===== src/cle_pkg.sv =====
// Shared types, byte codes and echo sequence table for the console line editor.
// No dependencies; compiled first.
`default_nettype none

package cle_pkg;

    // Width of the line capacity register.
    localparam int unsigned CapW = 6;

    // Capacity after reset.
    localparam logic [CapW-1:0] CapReset = 6'd32;

    // Byte codes that the editor recognizes or emits.
    localparam logic [7:0] ChDel    = 8'h7F;
    localparam logic [7:0] ChBs     = 8'h08;
    localparam logic [7:0] ChEtx    = 8'h03;
    localparam logic [7:0] ChCr     = 8'h0D;
    localparam logic [7:0] ChLf     = 8'h0A;
    localparam logic [7:0] ChSpace  = 8'h20;
    localparam logic [7:0] ChCaret  = 8'h5E;
    localparam logic [7:0] ChUpperC = 8'h43;

    // Kind of echo sequence that an input byte causes.
    typedef enum logic [1:0] {
        ECHO_CHAR,
        ECHO_ERASE,
        ECHO_INTR,
        ECHO_NEWLINE
    } echo_kind_t;

    // Index of the final byte of each echo sequence.
    function automatic logic [1:0] cle_echo_last(input echo_kind_t kind);
        logic [1:0] res;
        unique case (kind)
            ECHO_CHAR:    res = 2'd0;
            ECHO_ERASE:   res = 2'd2;
            ECHO_INTR:    res = 2'd3;
            ECHO_NEWLINE: res = 2'd1;
            default:      res = 2'd0;
        endcase
        return res;
    endfunction

    // Byte at position idx of an echo sequence; ch is the received byte.
    function automatic logic [7:0] cle_echo_byte(input echo_kind_t kind,
                                                 input logic [1:0] idx,
                                                 input logic [7:0] ch);
        logic [7:0] res;
        res = ch;
        unique case (kind)
            ECHO_CHAR:    res = ch;
            ECHO_ERASE:   res = (idx == 2'd1) ? ChSpace : ChBs;
            ECHO_INTR:
            begin
                case (idx)
                    2'd0:    res = ChCaret;
                    2'd1:    res = ChUpperC;
                    2'd2:    res = ChCr;
                    default: res = ChLf;
                endcase
            end
            ECHO_NEWLINE: res = (idx == 2'd0) ? ChCr : ChLf;
            default:      res = ch;
        endcase
        return res;
    endfunction

endpackage

`default_nettype wire


===== src/cle_if.sv =====
// Valid/ready channel interfaces of the console line editor: received bytes,
// emitted bytes and the capacity register write. Depends on cle_pkg.
`default_nettype none

interface cle_rx_if;
    logic       valid;
    logic       ready;
    logic [7:0] rx_byte;

    modport source (output valid, output rx_byte, input ready);
    modport sink (input valid, input rx_byte, output ready);
endinterface

interface cle_tx_if;
    logic       valid;
    logic       ready;
    logic [7:0] out_byte;
    logic       to_line;
    logic       last;

    modport source (output valid, output out_byte, output to_line, output last, input ready);
    modport sink (input valid, input out_byte, input to_line, input last, output ready);
endinterface

interface cle_cfg_if;
    import cle_pkg::*;
    logic            valid;
    logic            ready;
    logic [CapW-1:0] line_capacity;

    modport source (output valid, output line_capacity, input ready);
    modport sink (input valid, input line_capacity, output ready);
endinterface

`default_nettype wire


===== src/console_line_editor.sv =====
// Input bytes are taken only in the idle state; the first echo byte is offered from
// the output register after the state register has entered the echo state. A new
// input byte is accepted only once its echo and any line delivery are done (an erase
// on an empty line echoes nothing); a line is read byte by byte through the single store read port.
// Reset clears the fill count and output valid and sets the capacity to 32;
// the line store is not cleared, only entries below the fill count are read.
`default_nettype none

module console_line_editor #(
    parameter int unsigned LINE_MAX = 32
) (
    input  wire         clk,
    input  wire         rst_n,
    cle_rx_if.sink      rx,
    cle_tx_if.source    tx,
    cle_cfg_if.sink     cfg
);
    import cle_pkg::*;

    localparam int unsigned FillW = $clog2(LINE_MAX + 1);
    localparam int unsigned AddrW = (LINE_MAX > 1) ? $clog2(LINE_MAX) : 1;
    localparam int unsigned CmpW  = CapW + 1;

    typedef enum logic [1:0] {
        ST_IDLE,
        ST_ECHO,
        ST_DRAIN
    } state_t;

    // Control and payload registers.
    state_t            state_reg, state_next;
    logic [FillW-1:0]  fill_reg, fill_next;
    logic [CapW-1:0]   cap_reg;
    echo_kind_t        kind_reg, kind_next;
    logic [7:0]        char_reg, char_next;
    logic [1:0]        echo_idx_reg, echo_idx_next;
    logic              drain_reg, drain_next;
    logic [FillW-1:0]  drain_len_reg, drain_len_next;
    logic [FillW-1:0]  rd_idx_reg, rd_idx_next;
    logic              pend_reg, pend_next;
    logic              out_valid_reg, out_valid_next;
    logic [7:0]        out_byte_reg, out_byte_next;
    logic              to_line_reg, to_line_next;
    logic              last_reg, last_next;

    // Line store and its port signals.
    logic [7:0]        line_mem [LINE_MAX];
    logic [7:0]        rd_data_reg;
    logic              wr_en;
    logic [7:0]        wr_data;
    logic              rd_en;

    logic              adv;
    logic              in_xfer;
    logic [CapW-1:0]   eff_cap;
    logic [FillW-1:0]  fill_inc;
    logic              can_store;
    logic              echo_done;
    logic              rd_more;

    assign rx.ready  = (state_reg == ST_IDLE);
    assign cfg.ready = 1'b1;
    assign in_xfer   = rx.valid && (state_reg == ST_IDLE);

    assign tx.valid    = out_valid_reg;
    assign tx.out_byte = out_byte_reg;
    assign tx.to_line  = to_line_reg;
    assign tx.last     = last_reg;

    // The output register can take a new byte when empty or being drained.
    assign adv = !out_valid_reg || tx.ready;

    // Capacity clamped to the range 1 .. LINE_MAX.
    always_comb
    begin
        if (cap_reg == '0)
            eff_cap = CapW'(1);
        else if (CmpW'(cap_reg) > CmpW'(LINE_MAX))
            eff_cap = CapW'(LINE_MAX);
        else
            eff_cap = cap_reg;
    end

    assign can_store = (fill_reg < FillW'(LINE_MAX));
    assign fill_inc  = can_store ? fill_reg + FillW'(1) : fill_reg;
    assign echo_done = (echo_idx_reg == cle_echo_last(kind_reg));
    assign rd_more   = (rd_idx_reg < drain_len_reg);

    // Next-state logic: decode on transfer, then echo, then drain the line when one is delivered.
    always_comb
    begin
        state_next     = state_reg;
        fill_next      = fill_reg;
        kind_next      = kind_reg;
        char_next      = char_reg;
        echo_idx_next  = echo_idx_reg;
        drain_next     = drain_reg;
        drain_len_next = drain_len_reg;
        rd_idx_next    = rd_idx_reg;
        pend_next      = pend_reg;
        out_valid_next = out_valid_reg && !tx.ready;
        out_byte_next  = out_byte_reg;
        to_line_next   = to_line_reg;
        last_next      = last_reg;
        wr_en          = 1'b0;
        wr_data        = rx.rx_byte;
        rd_en          = 1'b0;

        unique case (state_reg)
            ST_IDLE:
            begin
                if (in_xfer)
                begin
                    char_next     = rx.rx_byte;
                    echo_idx_next = 2'd0;
                    drain_next    = 1'b0;
                    if (rx.rx_byte == ChDel || rx.rx_byte == ChBs)
                    begin
                        // Erase on an empty line produces nothing.
                        if (fill_reg != '0)
                        begin
                            fill_next  = fill_reg - FillW'(1);
                            kind_next  = ECHO_ERASE;
                            state_next = ST_ECHO;
                        end
                    end
                    else if (rx.rx_byte == ChEtx)
                    begin
                        fill_next  = '0;
                        kind_next  = ECHO_INTR;
                        state_next = ST_ECHO;
                    end
                    else if (rx.rx_byte == ChCr || rx.rx_byte == ChLf)
                    begin
                        wr_en          = can_store;
                        wr_data        = ChLf;
                        kind_next      = ECHO_NEWLINE;
                        drain_next     = 1'b1;
                        drain_len_next = fill_inc;
                        fill_next      = '0;
                        state_next     = ST_ECHO;
                    end
                    else
                    begin
                        wr_en      = can_store;
                        kind_next  = ECHO_CHAR;
                        state_next = ST_ECHO;
                        if (CmpW'(fill_inc) >= CmpW'(eff_cap))
                        begin
                            drain_next     = 1'b1;
                            drain_len_next = fill_inc;
                            fill_next      = '0;
                        end
                        else
                        begin
                            fill_next = fill_inc;
                        end
                    end
                end
            end
            ST_ECHO:
            begin
                if (adv)
                begin
                    out_valid_next = 1'b1;
                    out_byte_next  = cle_echo_byte(kind_reg, echo_idx_reg, char_reg);
                    to_line_next   = 1'b0;
                    last_next      = echo_done && !drain_reg;
                    if (echo_done)
                    begin
                        state_next  = drain_reg ? ST_DRAIN : ST_IDLE;
                        rd_idx_next = '0;
                        pend_next   = 1'b0;
                    end
                    else
                    begin
                        echo_idx_next = echo_idx_reg + 2'd1;
                    end
                end
            end
            ST_DRAIN:
            begin
                // A read is issued when its data slot is free or being emptied.
                rd_en = rd_more && (!pend_reg || adv);
                if (pend_reg && adv)
                begin
                    out_valid_next = 1'b1;
                    out_byte_next  = rd_data_reg;
                    to_line_next   = 1'b1;
                    last_next      = !rd_more;
                    if (!rd_more)
                        state_next = ST_IDLE;
                end
                if (rd_en)
                begin
                    rd_idx_next = rd_idx_reg + FillW'(1);
                    pend_next   = 1'b1;
                end
                else if (pend_reg && adv)
                begin
                    pend_next = 1'b0;
                end
            end
            default:
            begin
                state_next = ST_IDLE;
            end
        endcase
    end

    // Line store: one write port and one registered read port.
    always_ff @(posedge clk)
    begin
        if (wr_en)
            line_mem[fill_reg[AddrW-1:0]] <= wr_data;
        if (rd_en)
            rd_data_reg <= line_mem[rd_idx_reg[AddrW-1:0]];
    end

    // State, counters and the output register.
    always_ff @(posedge clk or negedge rst_n)
    begin
        if (!rst_n)
        begin
            state_reg     <= ST_IDLE;
            fill_reg      <= '0;
            cap_reg       <= CapReset;
            drain_reg     <= 1'b0;
            pend_reg      <= 1'b0;
            out_valid_reg <= 1'b0;
        end
        else
        begin
            state_reg     <= state_next;
            fill_reg      <= fill_next;
            drain_reg     <= drain_next;
            pend_reg      <= pend_next;
            out_valid_reg <= out_valid_next;
            if (cfg.valid)
                cap_reg <= cfg.line_capacity;
        end
    end

    // Payload and sequencing registers without reset.
    always_ff @(posedge clk)
    begin
        kind_reg      <= kind_next;
        char_reg      <= char_next;
        echo_idx_reg  <= echo_idx_next;
        drain_len_reg <= drain_len_next;
        rd_idx_reg    <= rd_idx_next;
        out_byte_reg  <= out_byte_next;
        to_line_reg   <= to_line_next;
        last_reg      <= last_next;
    end

`ifndef SYNTHESIS
    // The fill count always leaves room for one more stored byte.
    assert property (@(posedge clk) disable iff (!rst_n)
        fill_reg < FillW'(LINE_MAX))
    else $error("fill count reached the store depth");

    // The drain never reads past the line it is delivering.
    assert property (@(posedge clk) disable iff (!rst_n)
        (state_reg == ST_DRAIN) |-> (rd_idx_reg <= drain_len_reg))
    else $error("drain read index beyond line length");

    // Emitting the final line byte returns the editor to idle.
    assert property (@(posedge clk) disable iff (!rst_n)
        ((state_reg == ST_DRAIN) && pend_reg && adv && !rd_more)
        |=> (state_reg == ST_IDLE) && out_valid_reg && last_reg && to_line_reg)
    else $error("line delivery did not close properly");
`endif

endmodule

`default_nettype wire

===== src/flat_wrapper.sv =====
// flat-port wrapper written by rule: the top's interface ports become plain ports
module console_line_editor_flat import cle_pkg::*;
#(
    parameter int unsigned LINE_MAX = 32
)
  (clk, rst_n, rx_valid, rx_rx_byte, rx_ready, tx_valid, tx_out_byte, tx_to_line, tx_last, tx_ready, cfg_valid, cfg_line_capacity, cfg_ready);
  cle_rx_if rx_i ();
  cle_tx_if tx_i ();
  cle_cfg_if cfg_i ();
  input  wire clk;
  input  wire rst_n;
  input wire logic [$bits(rx_i.valid)-1:0] rx_valid;
  input wire logic [$bits(rx_i.rx_byte)-1:0] rx_rx_byte;
  output wire logic [$bits(rx_i.ready)-1:0] rx_ready;
  output wire logic [$bits(tx_i.valid)-1:0] tx_valid;
  output wire logic [$bits(tx_i.out_byte)-1:0] tx_out_byte;
  output wire logic [$bits(tx_i.to_line)-1:0] tx_to_line;
  output wire logic [$bits(tx_i.last)-1:0] tx_last;
  input wire logic [$bits(tx_i.ready)-1:0] tx_ready;
  input wire logic [$bits(cfg_i.valid)-1:0] cfg_valid;
  input wire logic [$bits(cfg_i.line_capacity)-1:0] cfg_line_capacity;
  output wire logic [$bits(cfg_i.ready)-1:0] cfg_ready;
  assign rx_i.valid = rx_valid;
  assign rx_i.rx_byte = rx_rx_byte;
  assign rx_ready = rx_i.ready;
  assign tx_valid = tx_i.valid;
  assign tx_out_byte = tx_i.out_byte;
  assign tx_to_line = tx_i.to_line;
  assign tx_last = tx_i.last;
  assign tx_i.ready = tx_ready;
  assign cfg_i.valid = cfg_valid;
  assign cfg_i.line_capacity = cfg_line_capacity;
  assign cfg_ready = cfg_i.ready;
  console_line_editor #(.LINE_MAX(LINE_MAX)) u_core (.clk(clk), .rst_n(rst_n), .rx(rx_i), .tx(tx_i), .cfg(cfg_i));
endmodule

===== config.mk =====
export PLATFORM = sky130hd
export DESIGN_NAME = console_line_editor_flat
export DESIGN_NICKNAME = d
export VERILOG_FILES = /design/src/cle_pkg.sv /design/src/cle_if.sv /design/src/console_line_editor.sv /design/src/flat_wrapper.sv
export SDC_FILE = /design/constraint.sdc
export NUM_CORES = 1
export LEC_CHECK = 0
export BUFFER_PORTS_ARGS = -buffer_cell sky130_fd_sc_hd__buf_2
export CAP_MARGIN = 5
export CORE_ASPECT_RATIO = 2
export CORE_UTILIZATION = 60
export DETAILED_ROUTE_END_ITERATION = 10
export GPL_TIMING_DRIVEN = 0
export PLACE_DENSITY = 0.77
export RECOVER_POWER = 25
export SKIP_LAST_GASP = 1
export SYNTH_ARGS = -nofsm -noshare
export SYNTH_HDL_FRONTEND = slang
export SYNTH_SLANG_ARGS = --single-unit
export TNS_END_PERCENT = 100

===== constraint.sdc =====
create_clock -name clk -period 5.6 [get_ports clk]
set_clock_uncertainty 0.15 [all_clocks]
set_input_delay 0.56 -clock clk [delete_from_list [all_inputs] [get_ports clk]]
set_output_delay 0.56 -clock clk [all_outputs]
set_load 0.01 [all_outputs]

==> Implementation_results.wiki, run 1 <==
{| class="wikitable"
! Metric !! Value
|-
| Warning count from the yosys run || 0
|-
| Top cell type's share of synthesized area || a little under 70%
|-
| Area leader, netlist || sky130_fd_sc_hd__edfxtp_1
|-
| Number of flip-flops in the largest register || between 200 and 300
|-
| Leading post-synthesis cells by cell area || sky130_fd_sc_hd__edfxtp_1 68%, sky130_fd_sc_hd__mux4_2 14%, sky130_fd_sc_hd__dfrtp_1 3.0%
|-
| Count of standard-cell rows || 76
|-
| Clk Latency, worst-skew pair || 0.55 ns
|-
| Async SR Flop Fraction || roughly 5.4%
|-
| Vias after detailed routing || 6971
|-
| Shortest clock period the worst path allows after layout || slightly above 4 ns
|-
| VDD IR max || between 400 and 500 uV
|-
| Final Hold Vio Count || 0
|-
| Pin count of the biggest net entering global routing || 33
|-
| Startpoint type of the worst setup path || flip-flop
|-
| Average via count per standard cell || 6.467
|-
| Transition time at the pin with the least slew margin || around 1.5 ns
|-
| Pre-Repair DR Iteration Count || 5
|-
| Count of cells resized by post-cts repair || 0
|-
| Area of the placeable core || 21490 um^2
|-
| Synthesized Nets || approximately 770
|-
| Share of the cycle needed by the critical path after routing || between 70% and 80%
|-
| Number of distinct standard cells referenced by the synthesized netlist || 54
|-
| Maximum fanout count along the critical path || 9
|-
| Initial antenna violation count || 0
|-
| Beginning of the worst register-to-register path || u_core.fill_reg[5]
|-
| Synth Instances || between 700 and 800
|-
| Setup repair after global routing missed its margin || false
|-
| Post-synth EDFFs || ~300
|-
| Most repeated library cell on the critical path || sky130_fd_sc_hd__inv_1
|-
| Number of I/O pins || 32
|-
| Most frequently used cell type in the post-synthesis netlist || sky130_fd_sc_hd__edfxtp_1
|-
| Post-Synthesis Mean Instance Area || about 18 um^2
|-
| First DRT Iteration DRCs || slightly below 700
|-
| Leakage power of the design || about 4.8 nW
|-
| Clk pin slew, worst setup/hold paths || around 0.080 ns
|-
| Number of DRC violations after detailed routing || 0
|-
| Most used DFF post-synth || sky130_fd_sc_hd__edfxtp_1
|-
| Vias in the first global route || approximately 7.5k
|-
| Count of nets left with antenna violations after detail routing || 0
|-
| Final global-route overflow total || 0
|-
| Detailed Route WL || 30.55 mm
|-
| Highest achievable clock rate || 248.5 MHz
|-
| Count of final setup violators || 0
|-
| Result of the run || complete, but fails checks
|-
| Power density normalized to cell area || about 480 nW/um^2
|-
| P&R area growth vs syn || 11.10%
|-
| Crit Path Category || reg -> reg
|-
| Crit path from || u_core.fill_reg[5]
|-
| Violated checks || max-capacitance violations, max-slew violations
|-
| Total buffers and inverters traversed by the critical path || 3
|-
| Slowest CP cell || sky130_fd_sc_hd__a21boi_0
|-
| Crit. End Element || flip-flop
|-
| Cell-by-cell trace of the critical path || clkbuf_1 -> inv_1 -> nand2_1 -> nor3_1 -> xnor2_1 -> ha_1 -> nand4_1 -> o221ai_1 -> inv_1 -> a21boi_0
|-
| Root buffer selected by CTS || sky130_fd_sc_hd__clkbuf_16
|-
| Die boundary height || 211.4 um
|-
| Slowest Stage Delay on Critical Path || 0.90 ns
|-
| Buffers inserted by post-CTS timing repair || 0
|-
| Ant diodes || 0
|-
| Post-detailed-route wirelength per cell || 28.34 um
|-
| Htree depth || 1
|-
| Die X || between 100 and 150 um
|-
| Wire length of the first global-routing pass || 45.42 mm
|-
| Effective utilization at floorplan || around three fifths
|-
| Post-synth design cell area || between 10000 and 15000 um^2
|-
| Final total negative setup slack || 0 ns
|-
| Buffers added on ports || 29
|-
| Flops & latches, synth || approximately 320
|-
| Relative max-transition margin || -2.767%
|-
| Overall die area || ~23000 um^2
|-
| Number of instances in the placed design || a little over 1k
|-
| Ranking of synthesized cells by instance count || 298 x sky130_fd_sc_hd__edfxtp_1, 80 x sky130_fd_sc_hd__mux4_2, 56 x sky130_fd_sc_hd__nor2_1
|-
| Weighted congestion reported at the end of routability-driven placement || 0.9219
|-
| Type of the most critical hold path || in -> reg
|-
| Data arrival time of the critical path || 4.04 ns
|-
| Count of hold buffers inserted by post-cts repair || 1
|-
| Number of standard cells in the layout, taps in and fillers out || roughly 1.1k
|-
| Max capacitance violation total || 2
|-
| CP required || around 5.6 ns
|-
| Number of clock sinks seen by CTS || about 320
|-
| Fraction of layout cells with a size suffix above 1 || between 20% and 30%
|-
| Total count of max-transition violations in the final report || 65
|-
| Detailed Place HPWL || around 22 mm
|-
| CTS tree || done
|-
| Crit-path leading delay family || compound AO/OA/AOI/OAI gates
|-
| Final layout net count || just over 800
|-
| Clock Tree Buf Depth || 3
|-
| Hold Crit Start || cfg_line_capacity[4]
|-
| Clock buffers created by TritonCTS || 26
|-
| Share of synthesized area occupied by flip-flops and latches || about 71%
|-
| Total routing resource utilization after global routing || around 29%
|}
worst paths after layout:
check | cells past startpoint | slack (ns) | to
setup reg to reg | 10 | 1.58 | u_core.drain_len_reg[3]
setup / recovery | 10 | 1.58 | u_core.drain_len_reg[3]
min in group asynchronous | 2 | 0.54 | u_core.fill_reg[2]
hold / removal | 2 | 0.1 | u_core.cap_reg[4]
hold reg to reg | 1 | 0.40 | u_core.drain_reg
max in group asynchronous | 2 | 4.13 | u_core.pend_reg
stage by stage:
step                      utilization (%)  instance area, um^2  power (mW)  hold WS [ns]  setup WS [ns]
after floorplan                         -                13150       4.452        0.1144          2.633
after global placement              63.45                13640       5.088        0.3488          1.385
after detailed placement            63.59                13670       5.163        0.3627          1.669
after CTS                           67.90                14590       7.080       0.08381          1.681
after global routing                67.98                14610       7.301       0.09858          1.322
final                               67.98                14610       7.081       0.09653          1.576
cell families after synthesis:
family	share of synthesized area (%)
DFF	71.29
and+or+nand+nor	5.128
muxes	14.90
AOI/OAI and AO/OA	3.321
buffers and inverters	2.027
adders and majority gates	2.569
xor gates and xnor gates	0.7327
other	0.02852
where the power goes:
part,switching [mW],internal [mW]
logic,1.25,0.963
clock network,0.831,1.11
registers,0.107,2.82
total,2.19,4.89
layout make-up:
type / count / area [um^2]
Clock buffer: 28 / 679.4
Multi-Input combinational cell: 351 / 3512
Sequential cell: 315 / 9375
Inverter: 26 / 97.59
Timing Repair Buffer: 32 / 198.9
Fill cell: 1357 / 6880
Clock inverter: 20 / 235.2
Buffer: 33 / 170.2
Tap cell: 273 / 341.6
cell usage in the layout, fill, tap and decap left out, types with 9 or more instances in the layout:
| cell | Yosys | final |
|---|---|---|
| sky130_fd_sc_hd__nor2_1 | 56 | 56 |
| sky130_fd_sc_hd__clkbuf_16 | 0 | 27 |
| sky130_fd_sc_hd__o21ai_0 | 19 | 19 |
| sky130_fd_sc_hd__edfxtp_1 | 298 | 298 |
| sky130_fd_sc_hd__clkbuf_1 | 23 | 32 |
| sky130_fd_sc_hd__mux2_2 | 14 | 14 |
| sky130_fd_sc_hd__ha_1 | 27 | 27 |
| sky130_fd_sc_hd__xnor2_1 | 9 | 9 |
| sky130_fd_sc_hd__inv_1 | 24 | 24 |
| sky130_fd_sc_hd__nand2b_1 | 9 | 9 |
| sky130_fd_sc_hd__nand3_1 | 9 | 9 |
| sky130_fd_sc_hd__nand2_1 | 41 | 41 |
| sky130_fd_sc_hd__buf_2 | 3 | 23 |
| sky130_fd_sc_hd__a21oi_1 | 23 | 23 |
| sky130_fd_sc_hd__dfrtp_1 | 16 | 16 |
| sky130_fd_sc_hd__mux4_2 | 80 | 80 |
layer usage:
layer  GRT usage [%]  up-vias  wire length (um)
li1                -     2985                 -
met1           28.05     3576              9314
met2           53.64      302             17140
met3           3.079      108              1273
met4           22.06        0              2826
met5               0        -                 0
No activity file was read; power rests on OpenSTA's default activity.
==> run 2, diff against run 1 <==
ABC_AREA = 1   (was default)
clock period = 3.8 ns   (was 5.6 ns; I/O delays follow)
==> Implementation_results.wiki, run 2 <==
{| class="wikitable"
! Metric !! Value
|-
| Highest routed layer || met4
|-
| Highest achievable clock rate || ~310 MHz
|-
| Vias in the first global route || ~10k
|-
| Relative max-transition margin || -28.71%
|-
| Result of the run || complete, but fails checks
|-
| Clock share of power || roughly 22%
|-
| Fraction of layout cells with a size suffix above 1 || under 10%
|-
| Leakage power of the design || ~5.8 nW
|-
| Wire length of the first global-routing pass || approximately 55 mm
|-
| Average via count per standard cell || 5.934
|-
| CP required || around 3.8 ns
|-
| Transition time at the pin with the least slew margin || 1.931 ns
|-
| Highest-count cells in the layout ignoring fill and taps || 298 x sky130_fd_sc_hd__edfxtp_1, 281 x sky130_fd_sc_hd__nor2_1, 207 x sky130_fd_sc_hd__nand2_1, 108 x sky130_fd_sc_hd__nand3_1, 105 x sky130_fd_sc_hd__o21ai_0
|-
| Count of final setup violators || 0
|-
| Setup repair after global routing missed its margin || false
|-
| Net switching share of the total power || between 40 and 50%
|-
| Clock Tree Buf Depth || 3
|-
| Total routing resource utilization after global routing || between 30 and 40%
|-
| Power density normalized to cell area || around 760 nW/um^2
|-
| Number of distinct standard cells referenced by the synthesized netlist || 44
|-
| Type of the most critical hold path || in -> reg
|-
| Clk Latency, worst-skew pair || ~0.54 ns
|-
| Instance area at placement || 14570 um^2
|-
| Top cell type's share of synthesized area || between 60 and 70%
|-
| Overall die area || between 20000 and 25000 um^2
|-
| Synth Instances || ~1.3k
|-
| Crit Path Category || reg -> reg
|-
| Met1 Routed Length || about 12 mm
|-
| Total internal power || around 7.0 mW
|-
| Routed length on met2 || 20.42 mm
|-
| Fill cells || about 1.7k
|-
| Die boundary height || about 220 um
|-
| Total count of max-transition violations in the final report || approximately 130
|-
| Area taken by flip-flops and latches || about 9400 um^2
|-
| Worst setup slack for register-to-register paths || 0.61 ns
|-
| Post-detailed-route wirelength per cell || around 23 um
|-
| Max capacitance violation total || 4
|-
| Most used DFF post-synth || sky130_fd_sc_hd__edfxtp_1
|-
| CTS tree || done
|-
| Detailed Route WL || between 30 and 40 mm
|-
| Most frequently used cell type in the post-synthesis netlist || sky130_fd_sc_hd__edfxtp_1
|-
| Reg-to-Reg End || u_core.drain_len_reg[1]
|-
| Combined area of the multi-input logic cells || 3993 um^2
|-
| Net switching power || about 4.7 mW
|-
| Shortest clock period the worst path allows after layout || between 3 and 4 ns
|-
| Maximum fanout count along the critical path || 9
|-
| Warning count from the yosys run || 0
|-
| Count of standard-cell rows || 78
|-
| Synthesized Nets || roughly 1.3k
|-
| P&R area growth vs syn || 10.78%
|-
| Pre-Repair DR Iteration Count || 5
|-
| Die X || around 110 um
|-
| Leading post-synthesis cells by cell area || sky130_fd_sc_hd__edfxtp_1 64%, sky130_fd_sc_hd__nor2_1 7.5%, sky130_fd_sc_hd__nand2_1 5.6%
|-
| Buffers inserted by post-CTS timing repair || 0
|-
| Buffers added on ports || 29
|-
| Weighted congestion reported at the end of routability-driven placement || around 0.92
|-
| Violated checks || max-capacitance violations, max-slew violations
|-
| Hold Crit Start || cfg_valid
|-
| First DRT Iteration DRCs || 751
|-
| Number of clock sinks seen by CTS || 315
|-
| Worst hold slack || roughly 0.054 ns
|-
| Count of cells resized by post-cts repair || 0
|-
| Crit. End Element || flip-flop
|-
| Htree depth || 1
|-
| Final total negative setup slack || 0 ns
|-
| Root buffer selected by CTS || sky130_fd_sc_hd__clkbuf_16
|-
| Initial antenna violation count || 0
|-
| Final design instance area without fill || around 15000 um^2
|-
| Number of flip-flops in the largest register || 256
|-
| Proportion of power drawn by combinational gates || roughly two fifths
|-
| Startpoint type of the worst setup path || flip-flop
|-
| Ant diodes || 0
|-
| Post-synth EDFFs || just under 300
|-
| Portion of total power attributed to sequential cells || between 30% and 40%
|-
| Vias after detailed routing || between 9k and 10k
|-
| Count of nets left with antenna violations after detail routing || 0
|-
| Ranking of synthesized cells by instance count || 298 x sky130_fd_sc_hd__edfxtp_1, 280 x sky130_fd_sc_hd__nor2_1, 207 x sky130_fd_sc_hd__nand2_1
|-
| Most common cell after layout, fill and taps aside || sky130_fd_sc_hd__edfxtp_1
|-
| Post-synth design cell area || 13980 um^2
|-
| Final Hold Vio Count || 0
|-
| Area leader, netlist || sky130_fd_sc_hd__edfxtp_1
|-
| Count of hold buffers inserted by post-cts repair || 16
|-
| Area of the placeable core || between 20000 and 25000 um^2
|-
| Final global-route overflow total || 0
|-
| Share of the cycle needed by the critical path after routing || a little over four fifths
|-
| WL met3 || approximately 2.1 mm
|-
| Detailed Place HPWL || around 27 mm
|-
| Flops & latches, synth || roughly 320
|-
| Number of I/O pins || 32
|-
| Hold Path Sink || u_core.cap_reg[5]
|-
| Hold-critical path depth || 3
|-
| Async SR Flop Fraction || 5.397%
|-
| Number of DRC violations after detailed routing || 0
|-
| Final layout net count || around 1.4k
|-
| VDD IR max || ~560 uV
|-
| Beginning of the worst register-to-register path || u_core.fill_reg[5]
|-
| Data arrival time of the critical path || roughly 3.2 ns
|-
| Clk pin slew, worst setup/hold paths || around 0.07 ns
|-
| Post-Synthesis Mean Instance Area || about 11 um^2
|-
| Share of synthesized area occupied by flip-flops and latches || about two thirds
|-
| Pin count of the biggest net entering global routing || 33
|-
| Number of cells on the worst reg-to-reg path || 13
|-
| Clock buffers created by TritonCTS || 25
|-
| Effective utilization at floorplan || about three fifths
|}
==> run 2: kinds of logic after synthesis <==
kind of cell	synth area share, %
other	0.02682
AND/OR/NAND/NOR	18.65
multiplexers	0.3132
flip-flops	67.05
adder cells (fa/ha/maj)	2.416
XOR/XNOR	0.2506
AO/OA/AOI/OAI	6.711
buffers and inverters	4.582
==> run 2: worst max-delay path, cell delays in order (launching register included) <==
cell and delay [ns]:
sky130_fd_sc_hd__dfrtp_1 0.33, sky130_fd_sc_hd__clkbuf_1 0.44, sky130_fd_sc_hd__inv_1 0.26, sky130_fd_sc_hd__nand2_1 0.14
sky130_fd_sc_hd__nor2_1 0.06, sky130_fd_sc_hd__nor2_1 0.17, sky130_fd_sc_hd__inv_1 0.10, sky130_fd_sc_hd__ha_1 0.29
sky130_fd_sc_hd__nand2_1 0.07, sky130_fd_sc_hd__nor2_1 0.11, sky130_fd_sc_hd__nand2_1 0.09, sky130_fd_sc_hd__nand2_1 0.07
sky130_fd_sc_hd__nor2_1 0.10, sky130_fd_sc_hd__nor2_1 0.44
==> run 2: stage by stage <==
stage	total power [mW]	utilization, %	setup slack, ns	instances
final	11.74	68.12	0.6083	1653
after global routing	12.24	68.12	0.4878	1653
after CTS	11.68	68.30	0.7407	1653
after detailed placement	9.087	64.05	0.8202	1593
after global placement	8.937	63.67	-1.345	1591
after floorplan	7.430	-	1.016	1282
==> run 2: power groups by stage <==
stage | Clock, mW | Sequential [mW] | Combinational (mW)
after global routing | 2.73 | 4.43 | 5.08
final | 2.62 | 4.42 | 4.70
after global placement | 0 | 4.47 | 4.47
after CTS | 2.62 | 4.41 | 4.65
after floorplan | 0 | 4.44 | 2.99
after detailed placement | 0 | 4.48 | 4.61
==> run 2: layer usage <==
layer,up-vias,track usage [%]
met5,-,0
met4,0,25.02
met3,134,3.945
met2,457,59.44
met1,4685,33.21
li1,4533,-
==> run 2: worst max path at each step <==
| stage | from | end | slack [ns] | depth (start not counted) |
|---|---|---|---|---|
| 5_1_grt | u_core.fill_reg[5] | u_core.drain_len_reg[0] | 0.49 | 13 |
| 6_report | u_core.fill_reg[5] | u_core.drain_len_reg[1] | 0.61 | 13 |
| 3_5_place_dp | u_core.rd_idx_reg[5] | u_core.rd_idx_reg[5] | 0.82 | 5 |
| 3_3_place_gp | u_core.state_reg[0] | u_core.line_mem[9][1] | -1.34 | 4 |
| 2_1_floorplan | u_core.state_reg[0] | u_core.line_mem[0][1] | 1.02 | 4 |
| 4_1_cts | u_core.rd_idx_reg[5] | u_core.rd_idx_reg[4] | 0.74 | 5 |
==> run 2: cell type report <==
| type | count | share of cell area, % |
|---|---|---|
| Buffer | 65 | 2.310 |
| Clock buffer | 34 | 4.515 |
| Clock inverter | 10 | 0.6866 |
| Inverter | 74 | 1.809 |
| Multi-Input combinational cell | 828 | 25.78 |
| Sequential cell | 315 | 60.52 |
| Tap cell | 280 | 2.262 |
| Timing Repair Buffer | 47 | 2.116 |
